===== src/hw/rtl/smap_pkg.sv =====
// Shared types, codes and constants for the stretch blit pixel mapper.
// No dependencies; imported by every module of the block.
package smap_pkg;

  localparam int COORD_BITS_DEF = 16;
  localparam int MAX_PIX_DEF    = 4;
  localparam int DATA_W         = 32;
  localparam int PIX_CNT_W      = 3;
  localparam int CFG_IDX_W      = 3;

  // Register indexes on the configuration port
  localparam logic [CFG_IDX_W-1:0] REG_DEST_X = 3'd0;
  localparam logic [CFG_IDX_W-1:0] REG_DEST_Y = 3'd1;
  localparam logic [CFG_IDX_W-1:0] REG_DEST_W = 3'd2;
  localparam logic [CFG_IDX_W-1:0] REG_DEST_H = 3'd3;
  localparam logic [CFG_IDX_W-1:0] REG_SRC_W  = 3'd4;
  localparam logic [CFG_IDX_W-1:0] REG_SRC_H  = 3'd5;
  localparam logic [CFG_IDX_W-1:0] REG_DEPTH  = 3'd6;

  // Pixel depth codes
  localparam logic [1:0] DEPTH_8    = 2'd0;
  localparam logic [1:0] DEPTH_16   = 2'd1;
  localparam logic [1:0] DEPTH_32   = 2'd2;
  localparam logic [1:0] DEPTH_NONE = 2'd3;

  typedef struct packed {
    logic take;   // capture the data word
    logic mul;    // form the products and load the dividers
    logic step;   // one divider iteration
    logic emit;   // load the result register and advance the counter
    logic last;   // final pixel of this word
  } smap_cmd_t;

  typedef struct packed {
    logic                 active;   // ready latched and depth gives pixels
    logic [PIX_CNT_W-1:0] pix_cnt;  // pixels in one word at this depth
    logic                 out_free; // result register can take a new pixel
  } smap_sts_t;

  function automatic logic [PIX_CNT_W-1:0] pix_per_word(input logic [1:0] depth);
    logic [PIX_CNT_W-1:0] n;
    case (depth)
      DEPTH_8:  n = 3'd4;
      DEPTH_16: n = 3'd2;
      DEPTH_32: n = 3'd1;
      default:  n = 3'd0;
    endcase
    return n;
  endfunction

endpackage


===== src/hw/rtl/smap_div.sv =====
// Restoring divider, one quotient bit per cycle while step is high, W iterations.
// Expects the high half of the dividend below the divisor. Uses smap_pkg.
module smap_div
  import smap_pkg::*;
#(
  parameter int W = COORD_BITS_DEF
) (
  input  logic           clk,
  input  logic           init,
  input  logic           step,
  input  logic [2*W-1:0] dividend,
  input  logic [W-1:0]   divisor,
  output logic [W-1:0]   quot
);

  logic [W-1:0] rem_r, rem_nxt;
  logic [W-1:0] lo_r, lo_nxt;
  logic [W:0]   shifted;
  logic [W:0]   diff;
  logic         ge;

  always_comb begin
    shifted = {rem_r, lo_r[W-1]};
    ge      = shifted >= {1'b0, divisor};
    diff    = shifted - {1'b0, divisor};
    rem_nxt = rem_r;
    lo_nxt  = lo_r;
    if (init) begin
      rem_nxt = dividend[2*W-1:W];
      lo_nxt  = dividend[W-1:0];
    end else if (step) begin
      rem_nxt = ge ? diff[W-1:0] : shifted[W-1:0];
      // quotient bits shift in behind the dividend bits
      lo_nxt  = {lo_r[W-2:0], ge};
    end
  end

  always_ff @(posedge clk) begin
    rem_r <= rem_nxt;
    lo_r  <= lo_nxt;
  end

  assign quot = lo_r;

endmodule


===== src/hw/rtl/smap_dp.sv =====
// Datapath: configuration registers, source counter, multipliers, two dividers
// and the result register. Uses smap_pkg and smap_div.
module smap_dp
  import smap_pkg::*;
#(
  parameter int COORD_BITS = COORD_BITS_DEF
) (
  input  logic                  clk,
  input  logic                  rst_n,
  input  logic                  cfg_we,
  input  logic [CFG_IDX_W-1:0]  cfg_addr,
  input  logic [COORD_BITS-1:0] cfg_wdata,
  input  logic [DATA_W-1:0]     in_data_word,
  input  smap_cmd_t             cmd,
  output smap_sts_t             sts,
  output logic                  out_valid,
  input  logic                  out_stall,
  output logic                  out_write_enable,
  output logic [COORD_BITS-1:0] out_pix_x,
  output logic [COORD_BITS-1:0] out_pix_y,
  output logic [DATA_W-1:0]     out_color,
  output logic                  out_last
);

  localparam int CW = COORD_BITS;

  logic [CW-1:0] dest_x_r, dest_y_r, dest_w_r, dest_h_r, src_w_r, src_h_r;
  logic [1:0]    depth_r;
  logic          ready_r;
  logic [CW-1:0] col_r, col_nxt, row_r, row_nxt;
  logic [CW-1:0] col_inc, row_inc;

  logic [DATA_W-1:0] word_r;
  logic [DATA_W-1:0] color;

  logic [2*CW-1:0] prod_x, prod_y;
  logic [CW-1:0]   quot_x, quot_y, off_x, off_y;
  logic [CW-1:0]   px, py;
  logic [CW:0]     lim_x, lim_y;
  logic            in_rect;

  logic              out_valid_r, out_valid_nxt;
  logic              we_r;
  logic [CW-1:0]     pix_x_r, pix_y_r;
  logic [DATA_W-1:0] color_r;
  logic              last_r;

  // Counter: step one pixel, wrap at row end and at image end
  always_comb begin
    col_inc = col_r + 1'b1;
    row_inc = row_r + 1'b1;
    col_nxt = col_r;
    row_nxt = row_r;
    if (cmd.emit) begin
      if (col_inc >= src_w_r) begin
        col_nxt = '0;
        row_nxt = (row_inc >= src_h_r) ? '0 : row_inc;
      end else begin
        col_nxt = col_inc;
      end
    end
  end

  always_ff @(posedge clk) begin
    if (!rst_n) begin
      dest_x_r <= '0;
      dest_y_r <= '0;
      dest_w_r <= '0;
      dest_h_r <= '0;
      src_w_r  <= '0;
      src_h_r  <= '0;
      depth_r  <= DEPTH_8;
      ready_r  <= 1'b0;
      col_r    <= '0;
      row_r    <= '0;
    end else if (cfg_we) begin
      case (cfg_addr)
        REG_DEST_X: dest_x_r <= cfg_wdata;
        REG_DEST_Y: dest_y_r <= cfg_wdata;
        REG_DEST_W: dest_w_r <= cfg_wdata;
        REG_DEST_H: dest_h_r <= cfg_wdata;
        REG_SRC_W: begin
          src_w_r <= cfg_wdata;
          col_r   <= '0;
          row_r   <= '0;
        end
        REG_SRC_H: begin
          src_h_r <= cfg_wdata;
          col_r   <= '0;
          row_r   <= '0;
          ready_r <= (src_w_r != '0) && (cfg_wdata != '0) &&
                     (dest_w_r != '0) && (dest_h_r != '0);
        end
        REG_DEPTH: depth_r <= cfg_wdata[1:0];
        default: ;
      endcase
    end else begin
      col_r <= col_nxt;
      row_r <= row_nxt;
    end
  end

  // Hold the word; drop the pixel just sent from the bottom
  always_ff @(posedge clk) begin
    if (cmd.take) begin
      word_r <= in_data_word;
    end else if (cmd.emit) begin
      case (depth_r)
        DEPTH_8:  word_r <= {8'd0, word_r[DATA_W-1:8]};
        DEPTH_16: word_r <= {16'd0, word_r[DATA_W-1:16]};
        default:  word_r <= word_r;
      endcase
    end
  end

  always_comb begin
    case (depth_r)
      DEPTH_8:  color = {24'd0, word_r[7:0]};
      DEPTH_16: color = {16'd0, word_r[15:0]};
      default:  color = word_r;
    endcase
  end

  assign prod_x = {{CW{1'b0}}, col_r} * {{CW{1'b0}}, dest_w_r};
  assign prod_y = {{CW{1'b0}}, row_r} * {{CW{1'b0}}, dest_h_r};

  smap_div #(.W(CW)) u_div_x (
    .clk      (clk),
    .init     (cmd.mul),
    .step     (cmd.step),
    .dividend (prod_x),
    .divisor  (src_w_r),
    .quot     (quot_x)
  );

  smap_div #(.W(CW)) u_div_y (
    .clk      (clk),
    .init     (cmd.mul),
    .step     (cmd.step),
    .dividend (prod_y),
    .divisor  (src_h_r),
    .quot     (quot_y)
  );

  // A zero source size gives no offset
  always_comb begin
    off_x   = (src_w_r == '0) ? '0 : quot_x;
    off_y   = (src_h_r == '0) ? '0 : quot_y;
    px      = dest_x_r + off_x;
    py      = dest_y_r + off_y;
    lim_x   = {1'b0, dest_x_r} + {1'b0, dest_w_r};
    lim_y   = {1'b0, dest_y_r} + {1'b0, dest_h_r};
    in_rect = ({1'b0, px} < lim_x) && ({1'b0, py} < lim_y);
  end

  always_comb begin
    if (cmd.emit) begin
      out_valid_nxt = 1'b1;
    end else begin
      out_valid_nxt = out_valid_r && out_stall;
    end
  end

  always_ff @(posedge clk) begin
    if (!rst_n) begin
      out_valid_r <= 1'b0;
    end else begin
      out_valid_r <= out_valid_nxt;
    end
  end

  always_ff @(posedge clk) begin
    if (cmd.emit) begin
      we_r    <= in_rect;
      pix_x_r <= px;
      pix_y_r <= py;
      color_r <= color;
      last_r  <= cmd.last;
    end
  end

  assign sts.active   = ready_r && (depth_r != DEPTH_NONE);
  assign sts.pix_cnt  = pix_per_word(depth_r);
  assign sts.out_free = !out_valid_r || !out_stall;

  assign out_valid        = out_valid_r;
  assign out_write_enable = we_r;
  assign out_pix_x        = pix_x_r;
  assign out_pix_y        = pix_y_r;
  assign out_color        = color_r;
  assign out_last         = last_r;

endmodule


===== src/hw/rtl/smap_ctrl.sv =====
// Controller: sequences each word through multiply, divide and result load,
// one pixel at a time. Uses smap_pkg.
module smap_ctrl
  import smap_pkg::*;
#(
  parameter int COORD_BITS          = COORD_BITS_DEF,
  parameter int MAX_PIXELS_PER_WORD = MAX_PIX_DEF
) (
  input  logic      clk,
  input  logic      rst_n,
  input  logic      in_valid,
  output logic      in_stall,
  input  smap_sts_t sts,
  output smap_cmd_t cmd
);

  localparam int STEP_W = $clog2(COORD_BITS);
  localparam logic [PIX_CNT_W-1:0] MAX_CNT = PIX_CNT_W'(MAX_PIXELS_PER_WORD);

  typedef enum logic [1:0] {S_IDLE, S_MUL, S_DIV, S_OUT} state_t;

  state_t               state_r;
  logic [STEP_W-1:0]    step_r;
  logic [PIX_CNT_W-1:0] left_r;
  logic [PIX_CNT_W-1:0] cnt_clip;
  logic                 in_xfer;

  assign in_stall = (state_r != S_IDLE);
  assign in_xfer  = in_valid && !in_stall;
  assign cnt_clip = (sts.pix_cnt > MAX_CNT) ? MAX_CNT : sts.pix_cnt;

  always_comb begin
    cmd      = '0;
    cmd.take = in_xfer && sts.active;
    cmd.mul  = (state_r == S_MUL);
    cmd.step = (state_r == S_DIV);
    cmd.emit = (state_r == S_OUT) && sts.out_free;
    cmd.last = (left_r == PIX_CNT_W'(1));
  end

  always_ff @(posedge clk) begin
    if (!rst_n) begin
      state_r <= S_IDLE;
      step_r  <= '0;
      left_r  <= '0;
    end else begin
      case (state_r)
        S_IDLE: begin
          // a word that yields no pixels is simply dropped
          if (in_xfer && sts.active) begin
            left_r  <= cnt_clip;
            state_r <= S_MUL;
          end
        end
        S_MUL: begin
          step_r  <= STEP_W'(COORD_BITS - 1);
          state_r <= S_DIV;
        end
        S_DIV: begin
          if (step_r == '0) begin
            state_r <= S_OUT;
          end else begin
            step_r <= step_r - 1'b1;
          end
        end
        S_OUT: begin
          if (sts.out_free) begin
            left_r  <= left_r - 1'b1;
            state_r <= cmd.last ? S_IDLE : S_MUL;
          end
        end
        default: state_r <= S_IDLE;
      endcase
    end
  end

endmodule


===== src/hw/rtl/stretch_blit_pixel_mapper_top.sv =====
// Stretch blit pixel mapper: nearest-neighbour scaling of packed pixel words.
// Each pixel goes through the product, COORD_BITS divider steps and the load into
// the result register, which waits while a held result is stalled. A word is
// accepted first, then its pixels follow one at a time; the input stalls until
// the last is loaded. Words that give no pixels are dropped. Synchronous reset
// clears the config registers, source counter and ready flag; nothing comes out.
module stretch_blit_pixel_mapper_top
  import smap_pkg::*;
#(
  parameter int COORD_BITS          = COORD_BITS_DEF,
  parameter int MAX_PIXELS_PER_WORD = MAX_PIX_DEF
) (
  input  logic                  clk,
  input  logic                  rst_n,
  input  logic                  cfg_valid,
  output logic                  cfg_ready,
  input  logic [CFG_IDX_W-1:0]  cfg_addr,
  input  logic [COORD_BITS-1:0] cfg_wdata,
  input  logic                  in_valid,
  output logic                  in_stall,
  input  logic [DATA_W-1:0]     in_data_word,
  output logic                  out_valid,
  input  logic                  out_stall,
  output logic                  out_write_enable,
  output logic [COORD_BITS-1:0] out_pix_x,
  output logic [COORD_BITS-1:0] out_pix_y,
  output logic [DATA_W-1:0]     out_color,
  output logic                  out_last
);

  smap_cmd_t cmd;
  smap_sts_t sts;

  assign cfg_ready = 1'b1;

  smap_ctrl #(
    .COORD_BITS          (COORD_BITS),
    .MAX_PIXELS_PER_WORD (MAX_PIXELS_PER_WORD)
  ) u_ctrl (
    .clk      (clk),
    .rst_n    (rst_n),
    .in_valid (in_valid),
    .in_stall (in_stall),
    .sts      (sts),
    .cmd      (cmd)
  );

  smap_dp #(
    .COORD_BITS (COORD_BITS)
  ) u_dp (
    .clk              (clk),
    .rst_n            (rst_n),
    .cfg_we           (cfg_valid && cfg_ready),
    .cfg_addr         (cfg_addr),
    .cfg_wdata        (cfg_wdata),
    .in_data_word     (in_data_word),
    .cmd              (cmd),
    .sts              (sts),
    .out_valid        (out_valid),
    .out_stall        (out_stall),
    .out_write_enable (out_write_enable),
    .out_pix_x        (out_pix_x),
    .out_pix_y        (out_pix_y),
    .out_color        (out_color),
    .out_last         (out_last)
  );

`ifndef SYNTHESIS
  // never overwrite a result that has not been transferred
  a_no_overwrite: assert property (@(posedge clk) disable iff (!rst_n)
    cmd.emit |-> sts.out_free)
    else $error("result register overwritten while held");

  // a word that yields no pixels leaves the block free
  a_drop_idle: assert property (@(posedge clk) disable iff (!rst_n)
    (in_valid && !in_stall && !sts.active) |=> !in_stall)
    else $error("dropped word left the block busy");

  // the last pixel of a word frees the input side
  a_last_frees: assert property (@(posedge clk) disable iff (!rst_n)
    (cmd.emit && cmd.last) |=> (!in_stall && out_valid && out_last))
    else $error("final pixel did not end the word");

  a_reset_quiet: assert property (@(posedge clk)
    !rst_n |=> !out_valid)
    else $error("result valid after reset");
`endif

endmodule


===== config.mk =====
export PLATFORM = sky130hd
export DESIGN_NAME = stretch_blit_pixel_mapper_top
export DESIGN_NICKNAME = d
export VERILOG_FILES = /design/src/hw/rtl/smap_pkg.sv /design/src/hw/rtl/smap_div.sv /design/src/hw/rtl/smap_dp.sv /design/src/hw/rtl/smap_ctrl.sv /design/src/hw/rtl/stretch_blit_pixel_mapper_top.sv
export SDC_FILE = /design/constraint.sdc
export NUM_CORES = 2
export LEC_CHECK = 0
export ABC_AREA = 0
export BUFFER_PORTS_ARGS = -buffer_cell sky130_fd_sc_hd__buf_2
export CAP_MARGIN = 20
export CORE_ASPECT_RATIO = 0.5
export CORE_MARGIN = 2
export CORE_UTILIZATION = 50
export DETAILED_ROUTE_END_ITERATION = 8
export PLACE_DENSITY = 0.67
export SLEW_MARGIN = 10
export SYNTH_ARGS = -nofsm -noshare
export SYNTH_HDL_FRONTEND = slang
export SYNTH_HIERARCHICAL = 1
export SYNTH_SLANG_ARGS = --single-unit

===== constraint.sdc =====
create_clock -name clk -period 8.7 [get_ports clk]
set_input_delay 1.74 -clock clk [delete_from_list [all_inputs] [get_ports clk]]
set_output_delay 1.74 -clock clk [all_outputs]
set_load 0.03 [all_outputs]

==> metrics.txt <==
status finished, final reports clean; crit-path cells nand2_1 -> fa_1 -> inv_1 -> fa_1 -> fa_1 -> fa_1 -> fa_1 -> inv_1 -> fa_1 -> inv_1 -> ha_1 -> and3_1 -> o211a_1 -> o32ai_1 -> a21oi_2 -> a31oi_1 -> mux2i_1 -> and3_1 -> and2_1 -> a41oi_1 -> o31ai_1; Clock Root Buffer clkbuf_16; vias in the first global route 30000; sequential group share of total power 42.4%; Initial Utilization 50.6%; CP startpoint kind flip-flop; critical path fanouts, max 19; via/cell ratio 5.76; EDFF count, synth 162; Buffers on Ports 123; clock power share 35.1%; DRC violations left 0; share of the synthesized area in the top cell type 21.2%; clk slew on worst S/H paths 0.07 ns; Bufs on Longest Clock Path 3; Fmax achieved 144 MHz; largest cells by area after synthesis fa_1, edfxtp_1, ha_1; number of clock buffers inserted by TritonCTS 31; Area Growth Syn to Fin 5.88%; fraction of registers with async set/reset 0%; Routed Antenna Nets 0; routability cong. 0.934; post-synth top area cell fa_1; synthesized instance count 4193; Post-synth top cells nand2_1, inv_1, fa_1; share of total power in combinational logic 22.5%; Pre-antenna DRT Iters 6; Core Region 73300 µm²; CTS tree yes; Period Utilization, post-route 79.9%; GRT Resource Usage Total 26.5%; RSZ-0062 raised after global routing no; # rows 70; setup total negative slack 0 ns; Slew @ Worst Pin 1.07 ns; Finish-stage setup viols 0; library cells used by synthesis 90; detailed-route via count 29700; I/O pin cnt 125; crit end category flip-flop; CP Data Required Time 9.04 ns; worst vdd rail ir drop 157 µV; top_reg_cell synth edfxtp_1; max cap viols 0; P_sw 1.22 mW; global-route wire length before repair 163 mm; P_int 2.72 mW; pin count of the biggest net entering global routing 74; Iter 0 DRT Violations 2573; dpl hpwl 76.2 mm; Sw Ratio 31.0%; footprint of the multi-input gates 26400 µm²; Mapped Nets 5017; register area 7690 µm²; Post-Syn Area 37100 µm²; clock skew 0.0189 ns; Routed WL per cell 19.3 µm; critical path's largest stage delay 0.95 ns; Skew-Pair Late Insertion Delay 0.62 ns; Rel. slew slack 28.0%; Sink Count 303; Critical Path AT 7.29 ns; initial antenna violation count 2; die height 197 µm; Layout Nets 4982; H-tree levels 1; register area share after synthesis 20.7%; CP max-delay cell dfxtp_1; Post-CTS Setup Inserts 0; WHS 0.427 ns; Top cell by count, worst path fa_1; Hold Violations, Final 0; DIE WIDTH 389 µm; Fillers 6600; CTS hold repair buffers 0; die area 76600 µm²; Final Max Slew Viols 0; syn avg cell area 8.85 µm²; power per standard cell area 100 nW/µm²; Pleak 17.9 nW; most common cell in the netlist nand2_1; Crit Path Class flip-flop to flip-flop; layout cell share with drive strength beyond 1 7.08%; HP Class flip-flop to flip-flop; Synthesis Warnings 6; total grt overflow 0; Tmin final 6.95 ns; post-CTS resize count 0; Routed WL 99.6 mm; Yosys reg bits 303
power groups by stage:
stage	combinational (mW)	sequential, mW	clock, mW
after floorplan	0.667	1.66	0
after global placement	0.846	1.70	0
after detailed placement	0.868	1.70	0
after CTS	0.871	1.67	1.41
after global routing	0.974	1.68	1.47
final	0.887	1.67	1.39
cell families (layout without fill, tap and decap cells):
logic type | Yosys count | after routing | share of synthesized area, %
compound gates | 720 | 720 | 13.4
xor+xnor | 152 | 152 | 3.59
fa+ha+maj | 768 | 768 | 33.9
buf+inv | 786 | 776 | 8.24
flops | 303 | 303 | 20.7
mux | 60 | 60 | 1.74
other cells | 1 | 2 | 0.0101
simple gates | 1403 | 1403 | 18.5
area by class of cell:
type | instances | area share (%)
well taps | 972 | 3.09
clock inverters | 13 | 0.318
flip-flops and latches | 303 | 19.6
diodes | 1 | 0.00637
inverters | 563 | 5.38
clock buffers | 45 | 2.33
repair buffers | 155 | 2.19
multi-input cells | 3104 | 67.1
through the flow:
step	area, µm²	instances	total power [mW]	worst slack (ns)	util [%]
floorplan	37100	4193	2.33	2.48	-
detailed placement	38200	5095	2.57	1.85	52.2
global placement	38200	5095	2.55	1.91	52.2
global route	39300	5156	4.12	1.42	53.6
CTS	39300	5153	3.95	1.79	53.6
finish	39300	5156	3.95	1.75	53.6
metal layers:
| metal | global-route usage [%] | part of all wire [%] | vias up |
|---|---|---|---|
| met2 | 42.9 | 45 | 1011 |
| met3 | 4.20 | 7.3 | 173 |
| li1 | - | - | 13800 |
| met5 | 0 | 0 | - |
| met1 | 37.3 | 45 | 14700 |
| met4 | 6.57 | 2.6 | 0 |
sequential cells by signal, summed over array words and instances (netlist names), 3 cells and up:
signal,count
u_dp/out_color,32
u_dp/row_r,16
u_dp/word_r,32
u_dp/u_div_y/quot,16
u_dp/dest_w_r,16
u_dp/col_r,16
u_dp/out_pix_x,16
u_dp/dest_h_r,16
u_dp/u_div_x/rem_r,16
u_dp/u_div_x/quot,16
u_ctrl/step_r,4
u_ctrl/left_r,3
u_dp/dest_y_r,16
u_dp/out_pix_y,16
u_dp/dest_x_r,16
u_dp/src_h_r,16
u_dp/src_w_r,16
u_dp/u_div_y/rem_r,16
path summary, 6_finish.rpt:
path / start / to / slack, ns / depth (start not counted)
worst min-delay path: u_dp/word_r[0]$_DFFE_PP_ / u_dp/out_color[0]$_DFFE_PP_ / 0.43 / 0
worst max register to register: u_dp/dest_h_r[7]$_SDFFE_PN0P_ / u_dp/u_div_y/rem_r[15]$_DFFE_PP_ / 1.75 / 21
worst max-delay path: u_dp/dest_h_r[7]$_SDFFE_PN0P_ / u_dp/u_div_y/rem_r[15]$_DFFE_PP_ / 1.75 / 21
worst min register to register: u_dp/word_r[0]$_DFFE_PP_ / u_dp/out_color[0]$_DFFE_PP_ / 0.43 / 0
worst max-delay path: cells and delay by family, from the launching register on:
family | cells | cell delay [ns]
adders and majority gates | 7 | 3.46
AOI/OAI and AO/OA | 6 | 1.11
muxes | 1 | 0.16
DFF | 1 | 0.95
buffers and inverters | 3 | 0.15
and+or+nand+nor | 4 | 0.83
layout by cell type (no fill, tap or decap), types with 54 or more instances in the layout:
cell and n:
a21oi_1 140, inv_1 563, nand2_1 633, and2_1 293, o21ai_0 106, edfxtp_1 162
nor2_1 143, dfxtp_1 141, nand3_1 70, a21boi_0 107, a21o_1 79, fa_1 394
ha_1 373, a31oi_1 54, buf_2 122, xnor2_1 101
Note: power is estimated with default switching activity, not from simulation.
